`config.mk`:
```
export PLATFORM = sky130hd
export DESIGN_NAME = fbpa_ram
export DESIGN_NICKNAME = d
export VERILOG_FILES = /design/src/design/fbpa_ram.sv
export SDC_FILE = /design/constraint.sdc
export NUM_CORES = 1
export LEC_CHECK = 0
export BUFFER_PORTS_ARGS = -buffer_cell sky130_fd_sc_hd__buf_2
export CORE_ASPECT_RATIO = 0.75
export CORE_MARGIN = 4
export CORE_UTILIZATION = 60
export CTS_BUF_LIST = sky130_fd_sc_hd__clkbuf_8 sky130_fd_sc_hd__clkbuf_16
export DETAILED_ROUTE_END_ITERATION = 12
export PLACE_DENSITY = 0.82
export SYNTH_ARGS = -nofsm -noshare
export SYNTH_HDL_FRONTEND = slang
export SYNTH_SLANG_ARGS = --single-unit
```
`constraint.sdc`:
```
create_clock -name clk -period 2.2 [get_ports clk]
set_input_delay 0.11 -clock clk [delete_from_list [all_inputs] [get_ports clk]]
set_output_delay 0.11 -clock clk [all_outputs]
set_load 0.03 [all_outputs]
```
`src/design/fbpa_ram.sv`:
```
// ----------------------------------------------------------------------------
// fbpa_ram
// generic single-write, single-read ram with registered read data
// ----------------------------------------------------------------------------
`default_nettype none

module fbpa_ram #(
    parameter int WIDTH = 8,
    parameter int DEPTH = 16
) (
    input  wire logic                     clk,
    input  wire logic                     we,
    input  wire logic [$clog2(DEPTH)-1:0] waddr,
    input  wire logic [WIDTH-1:0]         wdata,
    input  wire logic [$clog2(DEPTH)-1:0] raddr,
    output logic      [WIDTH-1:0]         rdata
);

    logic [WIDTH-1:0] mem [DEPTH];
    logic [WIDTH-1:0] rdata_reg;

    always_ff @(posedge clk)
    begin
        if (we)
        begin
            mem[waddr] <= wdata;
        end
        rdata_reg <= mem[raddr];
    end

    assign rdata = rdata_reg;

endmodule

`default_nettype wire

```
==> report_table.html <==
<table>
<tr><th>Metric</th><th>Value</th></tr>
<tr><th colspan="2">Timing</th></tr>
<tr><td>RSZ-0062 raised after global routing</td><td>no</td></tr>
<tr><td>Total count of max-transition violations in the final report</td><td>0</td></tr>
<tr><td>Period minus WS final</td><td>1.38 ns</td></tr>
<tr><td>Relative slew margins</td><td>57.1%</td></tr>
<tr><td>Part of the cycle the worst path needs</td><td>62.9%</td></tr>
<tr><td>Final setup viols</td><td>0</td></tr>
<tr><td>Fmax</td><td>~0.72 GHz</td></tr>
<tr><td>Transition time of the tightest slew-check pin</td><td>between 0.6 and 0.7 ns</td></tr>
<tr><td>Setup total negative slack</td><td>0 ns</td></tr>
<tr><td>Fin. Hold Viols</td><td>0</td></tr>
<tr><td>Maximum clock skew at final layout</td><td>0.00657 ns</td></tr>
<tr><td>Minimum setup slack in the final design</td><td>approximately 0.8 ns</td></tr>
<tr><th colspan="2">Min path</th></tr>
<tr><td>Hold crit path type</td><td>primary input to flop</td></tr>
<tr><th colspan="2">Synthesis</th></tr>
<tr><td>Netlist area before placement</td><td>5150 um2</td></tr>
<tr><td>XOR/XNOR share of the synthesized area</td><td>0%</td></tr>
<tr><td>Synth cell types</td><td>19</td></tr>
<tr><td>Area share of fa/ha/maj cells after synthesis</td><td>0%</td></tr>
<tr><td>Syn_area_per_cell</td><td>around 22 um2</td></tr>
<tr><td>Number of instances in the synthesized netlist</td><td>229</td></tr>
<tr><td>Synth Area in Compound Gates</td><td>under 10%</td></tr>
<tr><td>Dominant combinational cell family by area after synthesis</td><td>multiplexers</td></tr>
<tr><td>Syn. warnings</td><td>0</td></tr>
<tr><td>Sequential fraction of the synthesis area</td><td>77.8%</td></tr>
<tr><td>Post-synth net total</td><td>247</td></tr>
<tr><td>Simple-gate area share of the yosys netlist</td><td>3.18%</td></tr>
<tr><td>FF+latch count, synth</td><td>136</td></tr>
<tr><td>Mux share of post-synthesis cell area</td><td>15.0%</td></tr>
<tr><th colspan="2">Place</th></tr>
<tr><td>Number of buffers inserted by port buffering</td><td>25</td></tr>
<tr><td>Number of placed instances with taps included</td><td>approximately 370</td></tr>
<tr><td>Worst setup slack after placement</td><td>0.534 ns</td></tr>
<tr><td>Routability Congestion</td><td>0.912</td></tr>
<tr><td>Half-perimeter wire length after placement</td><td>6590 um</td></tr>
<tr><th colspan="2">Clock network</th></tr>
<tr><td>CTS-repair resized insts</td><td>0</td></tr>
<tr><td>Cts bufs inserted</td><td>17</td></tr>
<tr><td>Total of hold buffers inserted after clock tree synthesis</td><td>0</td></tr>
<tr><td>Deepest level of the CTS H-tree</td><td>4</td></tr>
<tr><td>CTS Sinks</td><td>~140</td></tr>
<tr><td>Count of buffers added by post-CTS timing repair for setup</td><td>0</td></tr>
<tr><td>CTS Root Buffer Type</td><td>clkbuf_16</td></tr>
<tr><td>CTS tree</td><td>yes</td></tr>
<tr><td>Clock Pin Slew Worst Setup and Hold Paths</td><td>0.06 ns</td></tr>
<tr><td>Clk Latency, worst-skew pair</td><td>~0.4 ns</td></tr>
<tr><td>Maximum root-to-sink buffer count</td><td>2</td></tr>
<tr><th colspan="2">Global routing</th></tr>
<tr><td>Number of antenna violations at the first check in global routing</td><td>0</td></tr>
<tr><td>First-pass GRT wire length</td><td>15,800 um</td></tr>
<tr><td>Vias in the first global route</td><td>2,588</td></tr>
<tr><td>Total routing usage reported by global routing</td><td>22.9%</td></tr>
<tr><td>Maximum number of pins on one net before global-route repair</td><td>33</td></tr>
<tr><td>Total overflow reported by the global router</td><td>0</td></tr>
<tr><th colspan="2">Die</th></tr>
<tr><td>Die boundary width</td><td>roughly 110 um</td></tr>
<tr><td>Die Footprint</td><td>10,100 um2</td></tr>
<tr><td>Die Y-Extent</td><td>between 80 and 90 um</td></tr>
<tr><td>I/O pin total</td><td>26</td></tr>
<tr><td>Number of core rows</td><td>28</td></tr>
<tr><td>Initial Util</td><td>63.3%</td></tr>
<tr><td>Total core area</td><td>just over 8000 um2</td></tr>
<tr><th colspan="2">Detailed routing</th></tr>
<tr><td>Number of iterations in the first detailed-routing pass</td><td>5</td></tr>
<tr><td>Detailed-route via count</td><td>2,542</td></tr>
<tr><td>Detailed-route wire length</td><td>10,500 um</td></tr>
<tr><td>Final antenna-violating net count</td><td>0</td></tr>
<tr><td>Drt drc</td><td>0</td></tr>
<tr><td>Post-detailed-route via-to-cell ratio</td><td>6.36</td></tr>
<tr><td>Routed wirelength normalized by instance count</td><td>26.2 um</td></tr>
<tr><td>Number of violations reported at the end of detailed-routing iteration 0</td><td>around 260</td></tr>
<tr><th colspan="2">Power and ir drop</th></tr>
<tr><td>Leakage Power</td><td>2.11 nW</td></tr>
<tr><td>Max IR drop VDD</td><td>645 uV</td></tr>
<tr><td>Power density cells</td><td>984 nW/um2</td></tr>
<tr><td>Total chip power</td><td>5.98 mW</td></tr>
<tr><th colspan="2">Final layout</th></tr>
<tr><td>Final net count</td><td>301</td></tr>
<tr><td>Area of the multi-input gates</td><td>1060 um2</td></tr>
<tr><td>Max FFs per register</td><td>128</td></tr>
<tr><td>Non-filler cells in the finished layout</td><td>400</td></tr>
<tr><td>Most common library cell in the layout ignoring fill and taps</td><td>edfxtp_1</td></tr>
<tr><td>Layout cell share with drive strength beyond 1</td><td>30.8%</td></tr>
<tr><td>Layout-stage area growth over the synthesis result</td><td>18.0%</td></tr>
<tr><td>Fill cells</td><td>roughly 450</td></tr>
<tr><td>Core utilization of the finished layout</td><td>74.7%</td></tr>
<tr><td>Antenna diode count</td><td>0</td></tr>
<tr><td>Commonest non-fill, non-tap cells in the layout</td><td>edfxtp_1 (128), buf_2 (25), mux4_2 (18), buf_4 (18), clkbuf_16 (17)</td></tr>
<tr><td>Seq. cell area</td><td>4000 um2</td></tr>
<tr><th colspan="2">Worst setup path</th></tr>
<tr><td>Startpoint-to-endpoint class of the critical path</td><td>flop to flop</td></tr>
<tr><td>Startpoint type of the worst setup path</td><td>flop</td></tr>
<tr><td>Kind of end point of the critical path</td><td>flop</td></tr>
<tr><td>Largest fanout on the critical path</td><td>1</td></tr>
<tr><td>Arrival time of the worst setup path</td><td>1.67 ns</td></tr>
<tr><td>CP Data Required Time</td><td>2.48 ns</td></tr>
<tr><th colspan="2">Flow run</th></tr>
<tr><td>Max-cap violations</td><td>0</td></tr>
<tr><th colspan="2">Outcome</th></tr>
<tr><td>Status</td><td>completed</td></tr>
</table>
[area by class of cell]
cell class / count / area share (%)
Clock buffer: 18 / 7.23
Clock inverter: 13 / 2.33
Multi-Input combinational cell: 83 / 17.4
Sequential cell: 136 / 65.9
Tap cell: 105 / 2.16
Timing Repair Buffer: 45 / 4.94
[where the power goes]
part | switching [mW] | internal (mW) | total, mW
registers | 0.0204 | 2.90 | 2.92
clock network | 0.965 | 1.78 | 2.74
logic | 0.194 | 0.118 | 0.312
[metal layers]
layer / share of wire (%) / up-vias / global-route usage (%)
met3: 8.7 / 14 / 8.95
li1: - / 1080 / -
met5: 0 / - / 0
met1: 41 / 1334 / 31.5
met2: 49 / 114 / 34.7
met4: 1.3 / 0 / 7.14
[cell usage after synthesis]
library cell	count	area share, %
nor3_1	4	0.39
buf_2	3	0.29
nor2b_1	1	0.12
and2_1	1	0.12
mux4_1	14	7.1
a22oi_1	16	2.3
nand3_1	1	0.097
nand2_1	9	0.66
and2b_1	1	0.15
or3b_2	1	0.17
nor2_1	13	0.95
mux4_2	18	7.9
dfxtp_1	8	3.1
nand3b_1	2	0.29
nand2b_1	2	0.24
buf_6	3	0.66
edfxtp_1	128	75
clkdlybuf4s25_2	3	0.58
buf_4	1	0.15
[per-stage QoR]
step | area, um2 | hold slack (ns)
3_3_place_gp | 5490 | 0.514
3_5_place_dp | 5490 | 0.526
6_report | 6070 | 0.112
4_1_cts | 6070 | 0.103
2_1_floorplan | 5150 | 0.209
5_1_grt | 6070 | 0.103
[cell families after synthesis]
| kind of cell | Yosys count |
|---|---|
| buf+inv | 10 |
| simple gates | 35 |
| compound gates | 16 |
| flops | 136 |
| mux | 32 |
[critical path, cell delays in order, from the launching register on]
cell	delay, ns
edfxtp_1	0.37
mux4_1	0.55
a22oi_1	0.25
nand2_1	0.10
[final timing paths]
path	from	to	slack (ns)	depth (start not counted)
max	mem[2][2]	rdata[2]	0.82	3
min	wdata[6]	mem[7][6]	0.11	1
max reg2reg	mem[2][2]	rdata[2]	0.82	3
min reg2reg	mem[8][6]	rdata[6]	0.70	3
Power figures use the tool's default switching activity.
