`src/design/fbpa_pkg.sv`:
```
// ----------------------------------------------------------------------------
// fbpa_pkg
// types and constants of the fixed block pool allocator
// ----------------------------------------------------------------------------
`default_nettype none

package fbpa_pkg;

    localparam int ADDR_W     = 32;
    localparam int SIZE_W     = 16;
    localparam int ITEMS_W    = 11;
    localparam int CMD_W      = 2;
    localparam int STATUS_W   = 3;
    localparam int CFG_IDX_W  = 2;
    localparam int CFG_W      = 32;
    localparam int MUL_A_W    = 16;
    localparam int MUL_B_W    = SIZE_W + 1;
    localparam int PROD_W     = 33;
    localparam int DIV_CNT_W  = $clog2(ADDR_W);
    localparam int TAG_W      = 2;

    localparam int POOL_DEPTH_DEF = 1024;

    // commands
    localparam logic [CMD_W-1:0] CMD_INIT    = 2'd0;
    localparam logic [CMD_W-1:0] CMD_GET     = 2'd1;
    localparam logic [CMD_W-1:0] CMD_RELEASE = 2'd2;

    // status codes
    localparam logic [STATUS_W-1:0] STATUS_OK        = 3'd0;
    localparam logic [STATUS_W-1:0] STATUS_NOMEM     = 3'd1;
    localparam logic [STATUS_W-1:0] STATUS_UNALIGNED = 3'd2;
    localparam logic [STATUS_W-1:0] STATUS_RANGE     = 3'd3;
    localparam logic [STATUS_W-1:0] STATUS_DOUBLE    = 3'd4;
    localparam logic [STATUS_W-1:0] STATUS_EMPTY     = 3'd5;

    // register indexes
    localparam logic [CFG_IDX_W-1:0] REG_BLOCK_BYTES  = 2'd0;
    localparam logic [CFG_IDX_W-1:0] REG_POOL_ITEMS   = 2'd1;
    localparam logic [CFG_IDX_W-1:0] REG_BUFFER_BASE  = 2'd2;
    localparam logic [CFG_IDX_W-1:0] REG_MEMORY_BYTES = 2'd3;

    // link entry tags
    localparam logic [TAG_W-1:0] LINK_NEXT  = 2'd0;
    localparam logic [TAG_W-1:0] LINK_END   = 2'd1;
    localparam logic [TAG_W-1:0] LINK_TAKEN = 2'd2;

    typedef struct packed {
        logic [CMD_W-1:0]  command;
        logic [ADDR_W-1:0] release_address;
    } fbpa_req_t;

    typedef struct packed {
        logic [STATUS_W-1:0] status;
        logic [ADDR_W-1:0]   grant_addr;
        logic [ITEMS_W-1:0]  free_count;
    } fbpa_rsp_t;

    // request to the shared multiply / divide unit
    typedef struct packed {
        logic               start;
        logic               is_div;
        logic [ADDR_W-1:0]  op_a;
        logic [MUL_B_W-1:0] op_b;
    } fbpa_md_req_t;

    typedef struct packed {
        logic              done;
        logic [PROD_W-1:0] product;
        logic [ADDR_W-1:0] quotient;
        logic              rem_zero;
    } fbpa_md_rsp_t;

endpackage

`default_nettype wire

```
`src/design/fbpa_muldiv.sv`:
```
// ----------------------------------------------------------------------------
// fbpa_muldiv
// shared unit: 16x17 multiply or bit-serial restoring divide
// ----------------------------------------------------------------------------
`default_nettype none

module fbpa_muldiv (
    input  wire logic                 clk,
    input  wire logic                 rst_n,
    input  wire fbpa_pkg::fbpa_md_req_t md_req,
    output fbpa_pkg::fbpa_md_rsp_t      md_rsp
);

    localparam logic [fbpa_pkg::DIV_CNT_W-1:0] CNT_LAST =
        fbpa_pkg::DIV_CNT_W'(fbpa_pkg::ADDR_W - 1);

    logic                               run_reg, run_next;
    logic [fbpa_pkg::DIV_CNT_W-1:0]     cnt_reg, cnt_next;
    logic                               done_reg, done_next;
    logic [fbpa_pkg::PROD_W-1:0]        prod_reg, prod_next;
    logic [fbpa_pkg::ADDR_W-1:0]        quo_reg, quo_next;
    logic [fbpa_pkg::SIZE_W-1:0]        rem_reg, rem_next;
    logic [fbpa_pkg::SIZE_W-1:0]        div_reg, div_next;
    logic [fbpa_pkg::SIZE_W:0]          rem_shift;
    logic [fbpa_pkg::SIZE_W:0]          rem_sub;
    logic                               fits;

    always_comb
    begin
        run_next  = run_reg;
        cnt_next  = cnt_reg;
        done_next = 1'b0;
        prod_next = prod_reg;
        quo_next  = quo_reg;
        rem_next  = rem_reg;
        div_next  = div_reg;

        rem_shift = {rem_reg, quo_reg[fbpa_pkg::ADDR_W-1]};
        rem_sub   = rem_shift - {1'b0, div_reg};
        fits      = (rem_shift >= {1'b0, div_reg});

        if (md_req.start)
        begin
            if (md_req.is_div)
            begin
                run_next = 1'b1;
                cnt_next = '0;
                quo_next = md_req.op_a;
                rem_next = '0;
                div_next = md_req.op_b[fbpa_pkg::SIZE_W-1:0];
            end
            else
            begin
                prod_next = fbpa_pkg::PROD_W'(md_req.op_a[fbpa_pkg::MUL_A_W-1:0])
                          * fbpa_pkg::PROD_W'(md_req.op_b);
                done_next = 1'b1;
            end
        end
        else if (run_reg)
        begin
            // one quotient bit per cycle
            rem_next = fits ? rem_sub[fbpa_pkg::SIZE_W-1:0] : rem_shift[fbpa_pkg::SIZE_W-1:0];
            quo_next = {quo_reg[fbpa_pkg::ADDR_W-2:0], fits};
            cnt_next = cnt_reg + 1'b1;
            if (cnt_reg == CNT_LAST)
            begin
                run_next  = 1'b0;
                done_next = 1'b1;
            end
        end
    end

    always_ff @(posedge clk or negedge rst_n)
    begin
        if (!rst_n)
        begin
            run_reg  <= 1'b0;
            cnt_reg  <= '0;
            done_reg <= 1'b0;
        end
        else
        begin
            run_reg  <= run_next;
            cnt_reg  <= cnt_next;
            done_reg <= done_next;
        end
    end

    always_ff @(posedge clk)
    begin
        prod_reg <= prod_next;
        quo_reg  <= quo_next;
        rem_reg  <= rem_next;
        div_reg  <= div_next;
    end

    assign md_rsp.done     = done_reg;
    assign md_rsp.product  = prod_reg;
    assign md_rsp.quotient = quo_reg;
    assign md_rsp.rem_zero = (rem_reg == '0);

endmodule

`default_nettype wire

```
`config.mk`:
```
export PLATFORM = sky130hd
export DESIGN_NAME = fbpa_muldiv
export DESIGN_NICKNAME = d
export VERILOG_FILES = /design/src/design/fbpa_pkg.sv /design/src/design/fbpa_muldiv.sv
export SDC_FILE = /design/constraint.sdc
export NUM_CORES = 1
export LEC_CHECK = 0
export BUFFER_PORTS_ARGS = -buffer_cell sky130_fd_sc_hd__buf_4
export CAP_MARGIN = 20
export CORE_UTILIZATION = 49
export DETAILED_ROUTE_END_ITERATION = 8
export PLACE_DENSITY = 0.72
export SKIP_CTS_REPAIR_TIMING = 1
export SYNTH_ARGS = -nofsm -noshare
export SYNTH_HDL_FRONTEND = slang
export SYNTH_SLANG_ARGS = --single-unit
export TNS_END_PERCENT = 5
```
`constraint.sdc`:
```
create_clock -name clk -period 2.8 [get_ports clk]
set_clock_uncertainty 0.1 [all_clocks]
set_input_delay 0.14 -clock clk [delete_from_list [all_inputs] [get_ports clk]]
set_output_delay 0.14 -clock clk [all_outputs]
set_load 0.02 [all_outputs]
```
==> results of run 1 <==
[cell usage after synthesis, types with 4 or more instances]
master and count:
mux2_2 33, ha_1 123, inv_1 256, dfrtp_1 7
clkbuf_1 44, and3_1 6, and2_1 128, xor2_1 14
fa_1 209, o21ai_0 28, o22ai_1 4, mux2i_1 13
a31oi_1 4, nand4_1 9, nand3_1 9, a211oi_1 7
o211ai_1 6, a21oi_1 38, o21a_1 10, edfxtp_1 97
xnor2_1 26, nor4_1 5, nor2b_1 7, nor3_1 7
nand2_1 179, a21o_1 16, or3_1 4, nor2_1 44
[through the flow]
step	TNS (ns)	cells	setup slack, ns	hold slack (ns)
after floorplan	-59.44	1379	-2.693	-0.2556
after global placement	-69.94	1987	-2.995	-0.1449
after detailed placement	-72.01	1987	-3.147	-0.1412
after CTS	-61.00	2003	-2.735	-0.5440
after global routing	-60.13	2023	-2.676	0.002993
final	-55.65	2023	-2.501	0.004238
[final timing paths]
kind / startpoint / end / cells past startpoint
setup / recovery: md_req[22] / prod_reg[32]$_DFFE_PP_ / 21
hold / removal: md_req[48] / quo_reg[31]$_DFFE_PP_ / 2
setup reg to reg: rem_reg[2]$_SDFFCE_PP0P_ / rem_reg[15]$_SDFFCE_PP0P_ / 8
hold reg to reg: cnt_reg[4]$_DFFE_PN0P_ / cnt_reg[4]$_DFFE_PN0P_ / 2
max in group asynchronous: rst_n / cnt_reg[4]$_DFFE_PN0P_ / 2
min in group asynchronous: rst_n / cnt_reg[3]$_DFFE_PN0P_ / 2
[layout make-up]
class,instances,area [µm²]
flip-flops and latches,104,3088
multi-input cells,967,9844
clock inverters,6,58.81
repair buffers,308,2454
inverters,256,960.9
fillers,2194,10130
well taps,372,465.4
clock buffers,10,250.2
[cells by family (layout without fill, tap and decap cells)]
logic type                 after synthesis  in the layout
DFF                                    104            104
AOI/OAI and AO/OA                      142            142
adders and majority gates              332            332
muxes                                   47             47
and+or+nand+nor                        406            406
xor gates and xnor gates                40             40
buffers and inverters                  308            580
[routing by layer]
metal  routed length [µm]  global-route usage [%]  vias up
li1                     -                       -     4917
met1                15040                   34.47     5331
met2                17570                   41.65      356
met3                 2282                   4.804       43
met4                  611                   5.523        0
met5                    0                       0        -
[worst max-delay path: cells and delay by family]
| family | cells | cell delay, ns |
|---|---|---|
| buf+inv | 6 | 0.53 |
| xor+xnor | 1 | 0.13 |
| compound gates | 4 | 0.67 |
| fa+ha+maj | 7 | 3.28 |
| simple gates | 3 | 0.56 |
==> impl_results.md, run 1 <==
* First-pass GRT wire length at 56230 µm
* Max FFs per register at 33
* Failing checks: setup timing
* RSZ-0062 raised after global routing: true
* Max incr delay on CP at 0.52 ns
* Post-synthesis register bit count at 104
* GPL Wtd Cong at 0.8699
* Post-layout minimum cycle time at 5.301 ns
* DR vias at 10650
* Layout Cell Area excl Fill at 0.01712 mm²
* Worst-Margin Slew at 0.5709 ns
* Largest net degree at the start of global routing at 43
* Commonest non-fill, non-tap cell in the layout: buf_4
* Post-Synth Simple-Gate Area at 14.36%
* Ys async rst share at 6.731%
* Die width at 169.5 µm
* Critical Path Fanout Max at 9
* PortBufs at 119
* Post-Synth XOR/XNOR Area at 2.547%
* Row cnt at 60
* Routed vias/inst at 5.263
* Clock root cell: clkbuf_16
* Post-synthesis cell area at 0.01375 mm²
* Post-route ant nets at 0
* HP Class: in2reg
* DRT Pass-1 Iters at 6
* DRT Wirelength at 35500 µm
* Layout Utilization at 62.83%
* Fraction of layout cells with a size suffix above 1 at 25.74%
* Grt ovf at 0
* Post-synth cell types at 57
* CP dominant cell by count: fa_1
* Reg2reg setup slack at 0.18 ns
* Sequential area share after synthesis at 22.45%
* Syn Inst Count at 1379
* H-tree levels at 3
* Most frequent cells in the layout: 274 x buf_4, 247 x inv_1, 201 x fa_1, 176 x nand2_1, 120 x and2_1
* Run status: finished, violations left
* Synth Net Count at 1764
* Placement Cell Area at 0.01624 mm²
* Slack of the critical path at -2.501 ns
* Synth Area in Adders at 41.61%
* Clk pin slew, worst setup/hold paths at 0.09 ns
* Period utilization at 189.3%
* # IOs at 120
* Max-slew headroom at 61.54%
* Count of final setup violators at 28
* Yosys warns at 0
* Cell accounting for the most synthesized area: fa_1
* Vias in the first global route at 11020
* Slowest cell on crit path: fa_1
* FMAX at 0.1887 GHz
* Prevailing post-synth register cell: edfxtp_1
* CTS Buf Count at 9
* Crit path cell chain: buf_4 -> and2_1 -> fa_1 -> inv_2 -> fa_1 -> fa_1 -> inv_2 -> fa_1 -> fa_1 -> inv_1 -> fa_1 -> inv_2 -> ha_4 -> nand2_2 -> or3_4 -> a211oi_2 -> o21ai_2 -> o31ai_2 -> buf_4 -> a311oi_2 -> xnor2_1
* Largest family of logic cells by synthesized area: adder cells
* Initial antenna violation count at 0
* Synth-to-layout area growth at 24.49%
* # nets final at 2031
* Max-slew violations at 0
* GRT Total Usage at 25.20%
* Synth top area cells: fa_1 30%, edfxtp_1 21%, ha_1 11%
* HPWL after DPL at 28170 µm
* Mux cell area share after synthesis at 3.730%
* Crit path kind: in2reg
* Clock sinks at 104
* Setup crit end kind: flip-flop
* Post-DR wirelength/cell at 17.55 µm
* Hold Violations, Final at 0
* EDFF count, synth at 97
* DIE AREA at 0.02874 mm²
* WP data arrival at 5.33 ns
* CP required at 2.83 ns
* Crit path launch type: input pin
* Clock latency on the worst-skew pair at 0.37 ns
* Yosys top cell area share at 30.42%
* Max_cap viols at 0
* Bufs on Longest Clock Path at 2
* Area fraction in compound gates after synthesis at 6.805%
* Core ar. at 0.02725 mm²
* TritonCTS clock tree: yes
* Avg Cell Area, Syn at 9.973 µm²
* Initial Utilization at 50.47%
* Diode count at 0
* Remaining DRCs at 0
* Die Y at 169.5 µm
* Initial DRC count at 822
Power of run 1 is not shown: default switching activity piles up to over one toggle a cycle in this logic, so the estimate is an artifact.
==> run 2, diff against run 1 <==
Settings changed: CORE_MARGIN set to 2, CORE_UTILIZATION 49 to 56, PLACE_DENSITY 0.72 to 0.81.
==> impl_results.md, run 2 (synthesis gave the netlist of run 1 again) <==
* HP Class: in2async (was in2reg)
* # nets final at 2033 (was 2031)
* Crit path launch type: input pin (unchanged)
* Vias in the first global route at 11380 (was 11020)
* Layout Utilization at 70.76% (was 62.83%)
* Max-slew violations at 0 (unchanged)
* Clock latency on the worst-skew pair at 0.37 ns (about the same)
* Failing checks: setup timing (unchanged)
* Commonest non-fill, non-tap cell in the layout: buf_4 (unchanged)
* Die Y at 160.7 µm (was 169.5 µm)
* Clock sinks at 104 (unchanged)
* Most frequent cells in the layout: 274 x buf_4, 246 x inv_1, 200 x fa_1, 175 x nand2_1, 118 x and2_1 (was 274 x buf_4, 247 x inv_1, 201 x fa_1, 176 x nand2_1, 120 x and2_1)
* Initial DRC count at 837 (was 822)
* Die width at 160.7 µm (was 169.5 µm)
* Layout fillers at 1683 (was 2194)
* # IOs at 120 (unchanged)
* Crit path cell chain: buf_4 -> and2_4 -> fa_1 -> inv_2 -> fa_1 -> inv_1 -> fa_1 -> fa_1 -> fa_1 -> inv_2 -> fa_1 -> inv_2 -> ha_4 -> nand2_4 -> or3_4 -> a211oi_4 -> o21ai_4 -> o31ai_4 -> a311oi_2 -> xnor2_1 (was buf_4 -> and2_1 -> fa_1 -> inv_2 -> fa_1 -> fa_1 -> inv_2 -> fa_1 -> fa_1 -> inv_1 -> fa_1 -> inv_2 -> ha_4 -> nand2_2 -> or3_4 -> a211oi_2 -> o21ai_2 -> o31ai_2 -> buf_4 -> a311oi_2 -> xnor2_1)
* GRT Total Usage at 27.95% (was 25.20%)
* Cell depth of the worst setup path at 20 (was 21)
* Bufs on Longest Clock Path at 2 (unchanged)
* RSZ-0062 raised after global routing: true (unchanged)
* Max-slew headroom at 61.76% (was 61.54%)
* Hold slack at 0.003612 ns (was 0.004238 ns)
* GPL Wtd Cong at 0.9032 (was 0.8699)
* Post-layout minimum cycle time at 5.400 ns (was 5.301 ns)
* Initial antenna violation count at 0 (unchanged)
* WP data arrival at 5.43 ns (was 5.33 ns)
* Max FFs per register at 33 (unchanged)
* DRT Pass-1 Iters at 5 (was 6)
* Grt ovf at 0 (unchanged)
* CP required at 2.83 ns (about the same)
* DIE AREA at 0.02583 mm² (was 0.02874 mm²)
* Run status: finished, violations left (unchanged)
* Initial Utilization at 56.72% (was 50.47%)
* Routed vias/inst at 5.522 (was 5.263)
* DRT Wirelength at 36100 µm (was 35500 µm)
* DR vias at 10920 (was 10650)
* Clock root cell: clkbuf_16 (unchanged)
* Max incr delay on CP at 0.55 ns (was 0.52 ns)
* H-tree levels at 3 (unchanged)
* FMAX at 0.1852 GHz (was 0.1887 GHz)
* Core ar. at 0.02425 mm² (was 0.02725 mm²)
* Layout Cell Area excl Fill at 0.01716 mm² (was 0.01712 mm²)
* CTS Buf Count at 9 (unchanged)
* Period utilization at 192.9% (was 189.3%)
* TritonCTS clock tree: yes (unchanged)
* HPWL after DPL at 27920 µm (was 28170 µm)
* Crit path kind: in2reg (unchanged)
* Remaining DRCs at 0 (unchanged)
* Worst R2R Path Depth at 11 (was 8)
* Largest net degree at the start of global routing at 44 (was 43)
* Critical Path Fanout Max at 5 (was 9)
* Synth-to-layout area growth at 24.76% (was 24.49%)
* Slack of the critical path at -2.600 ns (was -2.501 ns)
* Placement Cell Area at 0.01619 mm² (was 0.01624 mm²)
* First-pass GRT wire length at 57100 µm (was 56230 µm)
* CP top delay family: adder cells (unchanged)
* Hold Violations, Final at 0 (unchanged)
* Worst Path Buf+Inv at 5 (was 6)
* Max_cap viols at 0 (unchanged)
* Clk pin slew, worst setup/hold paths at 0.09 ns (about the same)
* Row cnt at 57 (was 60)
* PortBufs at 119 (unchanged)
* Setup crit end kind: flip-flop (unchanged)
* Diode count at 0 (unchanged)
* Worst-Margin Slew at 0.5736 ns (was 0.5709 ns)
* Slowest cell on crit path: fa_1 (unchanged)
* Post-DR wirelength/cell at 18.26 µm (was 17.55 µm)
* Fraction of layout cells with a size suffix above 1 at 25.89% (was 25.74%)
* Post-route ant nets at 0 (unchanged)
* Count of final setup violators at 28 (unchanged)
* CP dominant cell by count: fa_1 (unchanged)
==> run 2: cell count changes in the layout (fill, tap and decap cells not counted), sizes merged <==
cell	change
dlygate4sd3	+2
clkbuf	-1
clkinv	+1
==> run 2: per-stage QoR <==
step           setup TNS [ns]  std cells  setup WS, ns
3_3_place_gp           -68.95       1940        -2.999
2_1_floorplan          -59.44       1379        -2.693
5_1_grt                -61.08       1977        -2.724
4_1_cts                -60.33       1956        -2.724
6_report               -57.28       1977        -2.600
3_5_place_dp           -71.11       1940        -3.120
==> run 2: layout make-up <==
| type | count | area (µm²) | area share [%] |
|---|---|---|---|
| multi-input combinational | 967 | 9911 | 57.76 |
| clock inverter | 7 | 91.34 | 0.5323 |
| tap | 324 | 405.4 | 2.363 |
| sequential | 104 | 3088 | 18.00 |
| timing repair buffer | 310 | 2477 | 14.44 |
| inverter | 256 | 960.9 | 5.600 |
| clock buffer | 9 | 225.2 | 1.313 |
==> run 2: worst paths after layout <==
check,startpoint,to,slack [ns]
setup / recovery,md_req[4],prod_reg[32]$_DFFE_PP_,-2.60
hold / removal,rst_n,cnt_reg[1]$_DFFE_PN0P_,0.004
setup reg to reg,quo_reg[31]$_DFFE_PP_,rem_reg[10]$_SDFFCE_PP0P_,0.12
hold reg to reg,cnt_reg[4]$_DFFE_PN0P_,cnt_reg[4]$_DFFE_PN0P_,0.45
max in group asynchronous,rst_n,cnt_reg[0]$_DFFE_PN0P_,2.48
min in group clk,md_req[1],div_reg[1]$_DFFE_PP_,0.01
==> run 2: metal layers <==
metal / part of all wire (%) / vias to the layer above / global-route usage (%) / wire length (µm)
li1: - / 4916 / - / -
met1: 40 / 5419 / 38.36 / 14560
met2: 50 / 483 / 46.14 / 17970
met3: 6.9 / 99 / 4.778 / 2480
met4: 3.0 / 0 / 8.320 / 1091
met5: 0 / - / 0 / 0
Power of run 2 is left out for the same reason.
==> run 3, diff against run 2 <==
Settings changed: HOLD_SLACK_MARGIN set to 0.15.
==> impl_results.md, run 3 (synthesis gave the netlist of run 1 again) <==
* Setup crit end kind: flip-flop (unchanged)
* Post-DR wirelength/cell at 18.20 µm (was 18.26 µm)
* GRT busiest layer: met2 (unchanged)
* First-pass GRT wire length at 57100 µm (unchanged)
* Initial antenna violation count at 0 (unchanged)
* Vias in the first global route at 11380 (unchanged)
* Met3 GRT Util at 4.778% (unchanged)
* Number of instances in the placed design at 1940 (unchanged)
* Initial Utilization at 56.72% (unchanged)
* Routed vias/inst at 5.501 (was 5.522)
* DIE AREA at 0.02583 mm² (unchanged)
* Failing checks: setup timing (unchanged)
* TritonCTS clock tree: yes (unchanged)
* Bufs on Longest Clock Path at 2 (unchanged)
* # IOs at 120 (unchanged)
* Clock latency on the worst-skew pair at 0.37 ns (about the same)
* GRT Total Usage at 27.95% (unchanged)
* FMAX at 0.1853 GHz (was 0.1852 GHz)
* DRT Wirelength at 36190 µm (was 36100 µm)
* Clk pin slew, worst setup/hold paths at 0.09 ns (about the same)
* Crit path launch type: input pin (unchanged)
* Clock root cell: clkbuf_16 (unchanged)
* Synth-to-layout area growth at 25.64% (was 24.76%)
* Fraction of layout cells with a size suffix above 1 at 25.71% (was 25.89%)
* Finished Layout Cells at 1989 (was 1977)
* Count of final setup violators at 28 (unchanged)
* Crit path kind: in2reg (unchanged)
* # nets final at 2045 (was 2033)
* HPWL after DPL at 27920 µm (unchanged)
* GPL Wtd Cong at 0.9032 (unchanged)
* Clock sinks at 104 (unchanged)
* Initial DRC count at 802 (was 837)
* Met1 Use GR at 38.36% (unchanged)
* Max-slew violations at 0 (unchanged)
* Largest net degree at the start of global routing at 44 (unchanged)
* Commonest non-fill, non-tap cell in the layout: buf_4 (unchanged)
* Max FFs per register at 33 (unchanged)
* Row cnt at 57 (unchanged)
* Max_cap viols at 0 (unchanged)
* DRT Pass-1 Iters at 5 (unchanged)
* RSZ-0062 raised after global routing: true (unchanged)
* Most frequent cells in the layout: 274 x buf_4, 246 x inv_1, 200 x fa_1, 175 x nand2_1, 118 x and2_1 (unchanged)
* Global-route met2 utilization at 46.14% (unchanged)
* PortBufs at 119 (unchanged)
* Post-route ant nets at 0 (unchanged)
* Core ar. at 0.02425 mm² (unchanged)
* Die Y at 160.7 µm (unchanged)
* Slack of the critical path at -2.598 ns (was -2.600 ns)
* Diode count at 0 (unchanged)
* H-tree levels at 3 (unchanged)
* Remaining DRCs at 0 (unchanged)
* Critical Path Fanout Max at 5 (unchanged)
* Layout Utilization at 71.26% (was 70.76%)
* Run status: finished, violations left (unchanged)
* CTS Buf Count at 9 (unchanged)
* Period utilization at 192.8% (was 192.9%)
* DR vias at 10940 (was 10920)
* Grt ovf at 0 (unchanged)
* Hold Violations, Final at 0 (unchanged)
* Worst-Margin Slew at 0.5797 ns (was 0.5736 ns)
* Die width at 160.7 µm (unchanged)
* Post-layout minimum cycle time at 5.398 ns (was 5.400 ns)
* HP Class: in2reg (was in2async)
* Max-slew headroom at 61.36% (was 61.76%)
* WP data arrival at 5.43 ns (about the same)
* CP required at 2.83 ns (about the same)
==> run 3: through the flow <==
stage	TNS, ns	instance area [µm²]	worst slack, ns	hold WS, ns
floorplan	-59.44	13880	-2.693	-0.2556
global placement	-68.95	16190	-2.999	-0.1451
detailed placement	-71.11	16190	-3.120	-0.1452
CTS	-60.33	16500	-2.724	-0.5496
global route	-61.02	17280	-2.728	0.1511
finish	-57.20	17280	-2.598	0.1465
==> run 3: area by class of cell <==
| cell class | instances | area [µm²] |
|---|---|---|
| Multi-Input combinational cell | 967 | 9911 |
| Fill cell | 1653 | 6969 |
| Sequential cell | 104 | 3088 |
| Timing Repair Buffer | 322 | 2597 |
| Inverter | 256 | 960.9 |
| Tap cell | 324 | 405.4 |
| Clock buffer | 9 | 225.2 |
| Clock inverter | 7 | 91.34 |
==> run 3: metal layers <==
metal | part of all wire, % | vias to the layer above
met5 | 0 | -
met4 | 2.6 | 0
met3 | 7.3 | 91
met2 | 51 | 488
met1 | 40 | 5422
li1 | - | 4941
==> run 3: path summary, 6_finish.rpt <==
| kind | depth (start not counted) | slack, ns | to | from |
|---|---|---|---|---|
| worst max-delay path | 20 | -2.60 | prod_reg[32]$_DFFE_PP_ | md_req[4] |
| worst min-delay path | 2 | 0.15 | div_reg[12]$_DFFE_PP_ | md_req[12] |
| worst max register to register | 11 | 0.10 | rem_reg[10]$_SDFFCE_PP0P_ | quo_reg[31]$_DFFE_PP_ |
| worst min register to register | 2 | 0.46 | cnt_reg[4]$_DFFE_PN0P_ | cnt_reg[4]$_DFFE_PN0P_ |
| max in group asynchronous | 3 | 1.74 | cnt_reg[1]$_DFFE_PN0P_ | rst_n |
| min in group asynchronous | 3 | 0.63 | done_reg$_DFF_PN0_ | rst_n |
==> run 3: worst max-delay path, stage by stage <==
cell and delay (ns):
buf_4 0.14, and2_4 0.14, fa_1 0.55, inv_2 0.05
fa_1 0.51, inv_1 0.05, fa_1 0.47, fa_1 0.53
fa_1 0.53, inv_2 0.04, fa_1 0.52, inv_2 0.05
ha_4 0.27, nand2_4 0.05, or3_4 0.40, a211oi_4 0.29
o21ai_4 0.12, o31ai_4 0.28, a311oi_2 0.16, xnor2_1 0.15
Power of run 3 is left out for the same reason.
